## config.mk

```make
export PLATFORM = sky130hd
export DESIGN_NAME = ts_sync_and_pat_monitor
export DESIGN_NICKNAME = d
export VERILOG_FILES = /design/src/hw/rtl/tspm_pkg.sv /design/src/hw/rtl/ts_sync_and_pat_monitor.sv /design/src/hw/rtl/tspm_sync_mon.sv /design/src/hw/rtl/tspm_pat_mon.sv /design/src/hw/rtl/tspm_out_buf.sv
export SDC_FILE = /design/constraint.sdc
export NUM_CORES = 1
export LEC_CHECK = 0
export BUFFER_PORTS_ARGS = -buffer_cell sky130_fd_sc_hd__buf_2
export CORE_UTILIZATION = 50
export CTS_BUF_LIST = sky130_fd_sc_hd__clkbuf_2 sky130_fd_sc_hd__clkbuf_4 sky130_fd_sc_hd__clkbuf_8
export DETAILED_ROUTE_END_ITERATION = 10
export PLACE_DENSITY = 0.7
export SLEW_MARGIN = 30
export SYNTH_ARGS = -nofsm -noshare
export SYNTH_HDL_FRONTEND = slang
export SYNTH_SLANG_ARGS = --single-unit
export TNS_END_PERCENT = 20
```

## constraint.sdc

```tcl
create_clock -name clk -period 10.2 [get_ports clk]
set_clock_uncertainty 0.05 [all_clocks]
set_input_delay 2.04 -clock clk [delete_from_list [all_inputs] [get_ports clk]]
set_output_delay 2.04 -clock clk [all_outputs]
set_load 0.02 [all_outputs]
```

## src/hw/rtl/tspm_pkg.sv

```systemverilog
// Shared types and constants for the transport stream sync and PAT monitor.
`timescale 1ns / 1ps

package tspm_pkg;

  localparam logic [7:0]  SYNC_GOOD      = 8'h47;
  localparam logic [15:0] GOOD_RUN_CEIL  = 16'd50000;
  localparam logic [15:0] GOOD_RUN_FOLD  = 16'd16;
  localparam logic [7:0]  ERROR_RUN_MAX  = 8'd255;
  localparam logic [12:0] PAT_PID        = 13'd0;

  localparam logic [3:0]  SYNC_CLEAR_RST = 4'd5;
  localparam logic [7:0]  SYNC_LOSS_RST  = 8'd2;
  localparam logic [15:0] PAT_TIMEOUT_RST = 16'd500;

  localparam int CFG_IDX_W  = 2;
  localparam int CFG_DATA_W = 16;

  typedef enum logic [CFG_IDX_W-1:0] {
    CFG_SYNC_CLEAR_RUN = 2'd0,
    CFG_SYNC_LOSS_RUN  = 2'd1,
    CFG_PAT_TIMEOUT    = 2'd2
  } cfg_idx_t;

  typedef struct packed {
    logic sync_byte_error;
    logic ts_sync_loss;
    logic pat_alarm;
    logic batch_done;
  } result_t;

endpackage

```

## src/hw/rtl/ts_sync_and_pat_monitor.sv

```systemverilog
// Top level of the transport stream sync-loss and PAT error monitor.
`timescale 1ns / 1ps

// Takes one packet's header facts per request and returns one alarm
// snapshot per request. Sync byte error / sync loss follow the run of good
// (0x47) and bad sync bytes; the PAT alarm is judged at each batch_last
// packet from the PID 0 packets seen in that batch and the PAT timeout.
// A request is taken every cycle unless in_stall is high (one per clock
// sustained); its result is registered in the output register, or in the
// one-entry skid stage, which takes one more request while the output
// stalls. Alarm state updates in the same cycle a request is accepted.
// Configuration writes take effect on the next accepted request; write
// them only while the block is idle. Unlisted register indexes are ignored.
module ts_sync_and_pat_monitor (
  input  logic                          clk,
  input  logic                          rst_n,
  // configuration
  input  logic                          cfg_we,
  input  logic [tspm_pkg::CFG_IDX_W-1:0]  cfg_index,
  input  logic [tspm_pkg::CFG_DATA_W-1:0] cfg_wdata,
  // input requests
  input  logic                          in_valid,
  output logic                          in_stall,
  input  logic [7:0]                    in_sync_byte,
  input  logic [12:0]                   in_packet_pid,
  input  logic [7:0]                    in_section_table_id,
  input  logic [1:0]                    in_scrambling_bits,
  input  logic [31:0]                   in_time_ms,
  input  logic                          in_batch_last,
  // results
  output logic                          out_valid,
  input  logic                          out_stall,
  output logic                          out_sync_byte_error,
  output logic                          out_ts_sync_loss,
  output logic                          out_pat_alarm,
  output logic                          out_batch_done
);
  import tspm_pkg::*;

  logic [3:0]  sync_clear_run_r;
  logic [7:0]  sync_loss_run_r;
  logic [15:0] pat_timeout_ms_r;

  logic    take;
  result_t res, res_out;

  // config register file, write only
  always_ff @(posedge clk) begin
    if (!rst_n) begin
      sync_clear_run_r <= SYNC_CLEAR_RST;
      sync_loss_run_r  <= SYNC_LOSS_RST;
      pat_timeout_ms_r <= PAT_TIMEOUT_RST;
    end else if (cfg_we) begin
      unique case (cfg_idx_t'(cfg_index))
        CFG_SYNC_CLEAR_RUN: sync_clear_run_r <= cfg_wdata[3:0];
        CFG_SYNC_LOSS_RUN:  sync_loss_run_r  <= cfg_wdata[7:0];
        CFG_PAT_TIMEOUT:    pat_timeout_ms_r <= cfg_wdata;
        default: ;
      endcase
    end
  end

  assign take = in_valid & ~in_stall;

  tspm_sync_mon u_sync (
    .clk           (clk),
    .rst_n         (rst_n),
    .take          (take),
    .sync_byte     (in_sync_byte),
    .sync_clear_run(sync_clear_run_r),
    .sync_loss_run (sync_loss_run_r),
    .sync_err_nxt  (res.sync_byte_error),
    .sync_loss_nxt (res.ts_sync_loss)
  );

  tspm_pat_mon u_pat (
    .clk             (clk),
    .rst_n           (rst_n),
    .take            (take),
    .packet_pid      (in_packet_pid),
    .section_table_id(in_section_table_id),
    .scrambling_bits (in_scrambling_bits),
    .time_ms         (in_time_ms),
    .batch_last      (in_batch_last),
    .pat_timeout_ms  (pat_timeout_ms_r),
    .pat_alarm_nxt   (res.pat_alarm)
  );

  assign res.batch_done = in_batch_last;

  tspm_out_buf u_out (
    .clk      (clk),
    .rst_n    (rst_n),
    .in_valid (in_valid),
    .in_stall (in_stall),
    .in_data  (res),
    .out_valid(out_valid),
    .out_stall(out_stall),
    .out_data (res_out)
  );

  assign out_sync_byte_error = res_out.sync_byte_error;
  assign out_ts_sync_loss    = res_out.ts_sync_loss;
  assign out_pat_alarm       = res_out.pat_alarm;
  assign out_batch_done      = res_out.batch_done;

endmodule

```

## src/hw/rtl/tspm_sync_mon.sv

```systemverilog
// Sync byte run counters and the sync byte error / sync loss alarms.
`timescale 1ns / 1ps

module tspm_sync_mon (
  input  logic       clk,
  input  logic       rst_n,
  input  logic       take,
  input  logic [7:0] sync_byte,
  input  logic [3:0] sync_clear_run,
  input  logic [7:0] sync_loss_run,
  output logic       sync_err_nxt,
  output logic       sync_loss_nxt
);
  import tspm_pkg::*;

  logic [15:0] good_run_r, good_run_nxt, good_inc;
  logic [7:0]  error_run_r, error_run_nxt;
  logic        sync_err_r, sync_loss_r;

  always_comb begin
    good_inc      = good_run_r + 16'd1;
    good_run_nxt  = good_run_r;
    error_run_nxt = error_run_r;
    sync_err_nxt  = sync_err_r;
    sync_loss_nxt = sync_loss_r;
    if (sync_byte == SYNC_GOOD) begin
      error_run_nxt = '0;
      if (good_inc > {12'd0, sync_clear_run}) begin
        sync_err_nxt  = 1'b0;
        sync_loss_nxt = 1'b0;
      end
      good_run_nxt = (good_inc >= GOOD_RUN_CEIL) ? GOOD_RUN_FOLD : good_inc;
    end else begin
      good_run_nxt = '0;
      if (error_run_r < ERROR_RUN_MAX) begin
        error_run_nxt = error_run_r + 8'd1;
      end
      sync_err_nxt = 1'b1;
      if (error_run_nxt >= sync_loss_run) begin
        sync_loss_nxt = 1'b1;
      end
    end
  end

  always_ff @(posedge clk) begin
    if (!rst_n) begin
      good_run_r  <= '0;
      error_run_r <= '0;
      sync_err_r  <= 1'b0;
      sync_loss_r <= 1'b0;
    end else if (take) begin
      good_run_r  <= good_run_nxt;
      error_run_r <= error_run_nxt;
      sync_err_r  <= sync_err_nxt;
      sync_loss_r <= sync_loss_nxt;
    end
  end

endmodule

```

## src/hw/rtl/tspm_pat_mon.sv

```systemverilog
// Per-batch PAT checks, PAT timeout and the PAT error alarm.
`timescale 1ns / 1ps

module tspm_pat_mon (
  input  logic        clk,
  input  logic        rst_n,
  input  logic        take,
  input  logic [12:0] packet_pid,
  input  logic [7:0]  section_table_id,
  input  logic [1:0]  scrambling_bits,
  input  logic [31:0] time_ms,
  input  logic        batch_last,
  input  logic [15:0] pat_timeout_ms,
  output logic        pat_alarm_nxt
);
  import tspm_pkg::*;

  logic        pat_alarm_r;
  logic [31:0] last_pat_time_r, last_pat_time_nxt;
  logic        saw_r, saw_nxt, issue_r, issue_nxt;
  logic        is_pat;
  logic [31:0] gap;

  always_comb begin
    is_pat            = (packet_pid == PAT_PID);
    saw_nxt           = saw_r | is_pat;
    issue_nxt         = issue_r |
                        (is_pat & ((section_table_id != 8'd0) | (scrambling_bits != 2'd0)));
    gap               = time_ms - last_pat_time_r;
    pat_alarm_nxt     = pat_alarm_r;
    last_pat_time_nxt = last_pat_time_r;
    if (batch_last) begin
      // batch end: a bad PAT alarms; with no PAT this batch, wrapping gap against the last stamp
      pat_alarm_nxt = issue_nxt | (!saw_nxt && (gap >= {16'd0, pat_timeout_ms}));
      if (saw_nxt) begin
        last_pat_time_nxt = time_ms;
      end
      saw_nxt   = 1'b0;
      issue_nxt = 1'b0;
    end
  end

  always_ff @(posedge clk) begin
    if (!rst_n) begin
      pat_alarm_r     <= 1'b0;
      last_pat_time_r <= '0;
      saw_r           <= 1'b0;
      issue_r         <= 1'b0;
    end else if (take) begin
      pat_alarm_r     <= pat_alarm_nxt;
      last_pat_time_r <= last_pat_time_nxt;
      saw_r           <= saw_nxt;
      issue_r         <= issue_nxt;
    end
  end

endmodule

```

## src/hw/rtl/tspm_out_buf.sv

```systemverilog
// Result register with a one-entry skid stage.
`timescale 1ns / 1ps

module tspm_out_buf (
  input  logic              clk,
  input  logic              rst_n,
  input  logic              in_valid,
  output logic              in_stall,
  input  tspm_pkg::result_t in_data,
  output logic              out_valid,
  input  logic              out_stall,
  output tspm_pkg::result_t out_data
);
  import tspm_pkg::*;

  logic    out_valid_r, skid_valid_r;
  result_t out_data_r, skid_data_r;
  logic    acc, take_out;

  assign in_stall  = skid_valid_r;
  assign acc       = in_valid & ~skid_valid_r;
  assign take_out  = out_valid_r & ~out_stall;
  assign out_valid = out_valid_r;
  assign out_data  = out_data_r;

  always_ff @(posedge clk) begin
    if (!rst_n) begin
      out_valid_r  <= 1'b0;
      skid_valid_r <= 1'b0;
    end else if (take_out || !out_valid_r) begin
      if (skid_valid_r) begin
        out_valid_r  <= 1'b1;
        skid_valid_r <= 1'b0;
      end else begin
        out_valid_r <= acc;
      end
    end else if (acc) begin
      skid_valid_r <= 1'b1;
    end
  end

  always_ff @(posedge clk) begin
    if (take_out || !out_valid_r) begin
      out_data_r <= skid_valid_r ? skid_data_r : in_data;
    end
    if (acc && out_valid_r && !take_out) begin
      skid_data_r <= in_data;
    end
  end

endmodule

```

==> flow_metrics.tcl <==
set metrics [dict create \
    synthFlopType "dfxtp_1" \
    p_leak_nw 3.06 \
    comb_power_share_pct 20.3 \
    cts_max_level 3 \
    syn-num-nets 1079 \
    grt_max_degree 89 \
    fin_util_pct 56.8 \
    grt_pass1_vias 6052 \
    routed.top_layer "met4" \
    synth_warnings 0 \
    dpl_cell_area_sq_mm 0.00779 \
    fin_crit_ns 5.83 \
    place.gp.congestion 0.936 \
    grt_pass1_wl_mm 27.8 \
    drtIter0Drc 406 \
    cp-end-kind "register" \
    dr.pass1.iters 5 \
    wl_met3_microns 623 \
    netlist-cell-type-count 76 \
    async_reset_ff_share_pct 0 \
    crit_required_ns 10.30 \
    cp_max_fo 5 \
    hold_viol 0 \
    yosysSeqAreaShare_pct 28.3 \
    final_cells 1175 \
    arrival_ns 5.93 \
    postCtsSetupBuffers 0 \
    path_clk_slew_ns 0.11 \
    power_switching_share_pct 31.0 \
    antenna_found_initial 0 \
    crit_path_start_kind "input port" \
    cts_resized 0 \
    cts_made_buffers 9 \
    finalCritPeriodShare_pct 57.1 \
    cts_tree "built" \
    wl_met2_mm 7.94 \
    fin_nets 1140 \
    dp_cells 1159 \
    synth_seq_cells 99 \
    wirelength_mm 16.8 \
    stdcell_area_sq_mm 0.00797 \
    drc_errors 0 \
    die_area_sq_mm 0.0151 \
    power.switching_uw 254 \
    met1Wirelength_mm 7.96 \
    core_area_sq_mm 0.0140 \
    ir_worst_vdd_uv 63.9 \
    die_w_microns 123 \
    io_buffers 92 \
    cts_hold_buffers 0 \
    slew_headroom_pct 37.0 \
    rows 43 \
    final_common_cell "nand2_1" \
    grt_setup_unrepaired "no" \
    via_per_inst 5.56 \
    power_frac_clock_pct 30.3 \
    cts_root_buf "clkbuf_8" \
    max_freq_mhz 172 \
    slew_viol_final 0 \
    synthToLayoutAreaGrowth_pct 9.37 \
    drive_above_1_share_pct 14.2 \
    cts.path.max_buffers 2 \
    initial_utilization_pct 51.9 \
    dp_hpwl_mm 12.9 \
    clk_latency_ns 0.40 \
    synth.avg_cell_area_sq_um 7.85 \
    ant_nets 0 \
    hold_class "register to register" \
    synth_edf_count 8 \
    grt.total_usage_pct 23.4 \
    overflow 0 \
    wl_per_cell_microns 14.3 \
    synthesis.instances 929 \
    cts_sinks 99 \
    power.internal_uw 565 \
    setup_viol 0 \
    powerDensity_mw_per_mm2 103 \
    tightest_slew_ns 0.921 \
    syn-cell-area_sq_mm 0.00729 \
    status "complete, no violations" \
    maxCapViolCount 0 \
    fin_setup_tns_ns 0 \
    n_antenna_cell 0 \
    die_h_microns 123 \
    ioPinCount 93 \
    final_cell_mix "nand2_1, buf_2, dfxtp_1" \
    vias 6536 \
    worst-setup-path-type "input port to register" \
    p_seq_share_pct 49.5 \
]
-- critical path, cell delays in order --
cell	delay [ns]
buf_2	0.09
inv_1	0.04
ha_1	0.21
fa_1	0.40
nand2b_1	0.19
a21oi_1	0.20
o2111ai_1	0.25
nand2_1	0.16
xor2_1	0.17
ha_1	0.26
a21o_1	0.18
a221oi_1	0.29
o21ai_0	0.13
nor4_1	0.26
nand4_1	0.15
a311oi_1	0.23
nand4_1	0.16
o41ai_2	0.38
o21ai_1	0.12
-- cells in the mapped netlist (all sizes together), types with 8 or more instances --
cell | count | share of area [%]
a211oi | 12 | 1.5
a21boi | 50 | 5.1
a21o | 15 | 1.6
a21oi | 49 | 3.4
a22oi | 12 | 1.2
a31oi | 12 | 1.0
and2 | 9 | 0.81
and3 | 8 | 0.70
buf | 11 | 1.1
clkbuf | 34 | 1.8
dfxtp | 91 | 25
edfxtp | 8 | 3.3
ha | 62 | 11
inv | 71 | 3.7
mux2i | 13 | 1.8
nand2 | 149 | 7.7
nand2b | 9 | 0.77
nand3 | 20 | 1.7
nand4 | 19 | 1.6
nor2 | 41 | 2.1
nor2b | 29 | 2.5
nor3 | 18 | 1.3
nor4 | 8 | 0.89
o211ai | 16 | 1.7
o21a | 19 | 2.0
o21ai | 49 | 3.4
xnor2 | 18 | 2.2
xor2 | 12 | 1.5
-- cell families after synthesis --
group / synth area share [%]
buf+inv: 6.54
fa+ha+maj: 10.9
compound gates: 25.4
simple gates: 22.6
xor+xnor: 3.71
flops: 28.3
mux: 2.56
-- stage by stage --
stage / power [mW] / setup slack, ns / hold WS (ns)
6_report: 0.819 / 4.37 / 0.419
5_1_grt: 0.865 / 4.08 / 0.444
4_1_cts: 0.828 / 4.40 / 0.424
3_5_place_dp: 0.578 / 4.00 / 0.410
3_3_place_gp: 0.577 / 4.16 / 0.403
2_1_floorplan: 0.526 / 4.54 / 0.393
-- flip-flops by register name (all words and copies together), names as in the netlist --
name	flops
pat_timeout_ms_r	16
sync_clear_run_r	4
sync_loss_run_r	8
u_out.in_stall	1
u_out.out_data	4
u_out.out_valid	1
u_out.skid_data_r	4
u_pat.issue_r	1
u_pat.last_pat_time_r	32
u_pat.pat_alarm_r	1
u_pat.saw_r	1
u_sync.error_run_r	8
u_sync.good_run_r	16
u_sync.sync_err_r	1
u_sync.sync_loss_r	1
-- metal layers --
layer / GRT usage (%) / vias up
li1: - / 3414
met5: 0 / -
met2: 39.8 / 138
met1: 29.5 / 2963
met4: 6.63 / 0
met3: 5.11 / 21
-- area by class of cell --
type,count,area [sq um]
fill,1384,6070
clock inverter,7,58.8
clock buffer,9,124
sequential,99,2060
inverter,71,267
multi-input combinational,714,4750
timing repair buffer,95,483
tap,180,225
-- final timing paths --
kind	startpoint	slack [ns]	cells after the start	to
max	in_time_ms[0]	4.37	19	u_out.skid_data_r[1]$_DFFE_PP_
min	u_pat.last_pat_time_r[14]$_SDFFE_PN0P_	0.42	2	u_pat.last_pat_time_r[14]$_SDFFE_PN0P_
max reg2reg	u_pat.last_pat_time_r[0]$_SDFFE_PN0P_	5.83	17	u_out.skid_data_r[1]$_DFFE_PP_
min reg2reg	u_pat.last_pat_time_r[14]$_SDFFE_PN0P_	0.42	2	u_pat.last_pat_time_r[14]$_SDFFE_PN0P_
-- power groups by stage --
stage / registers (mW) / logic, mW / clock network [mW]
finish: 0.405 / 0.166 / 0.248
floorplan: 0.416 / 0.111 / 0
global route: 0.406 / 0.186 / 0.273
detailed placement: 0.414 / 0.164 / 0
CTS: 0.405 / 0.165 / 0.258
global placement: 0.414 / 0.163 / 0
(Power assumes the default switching activity.)
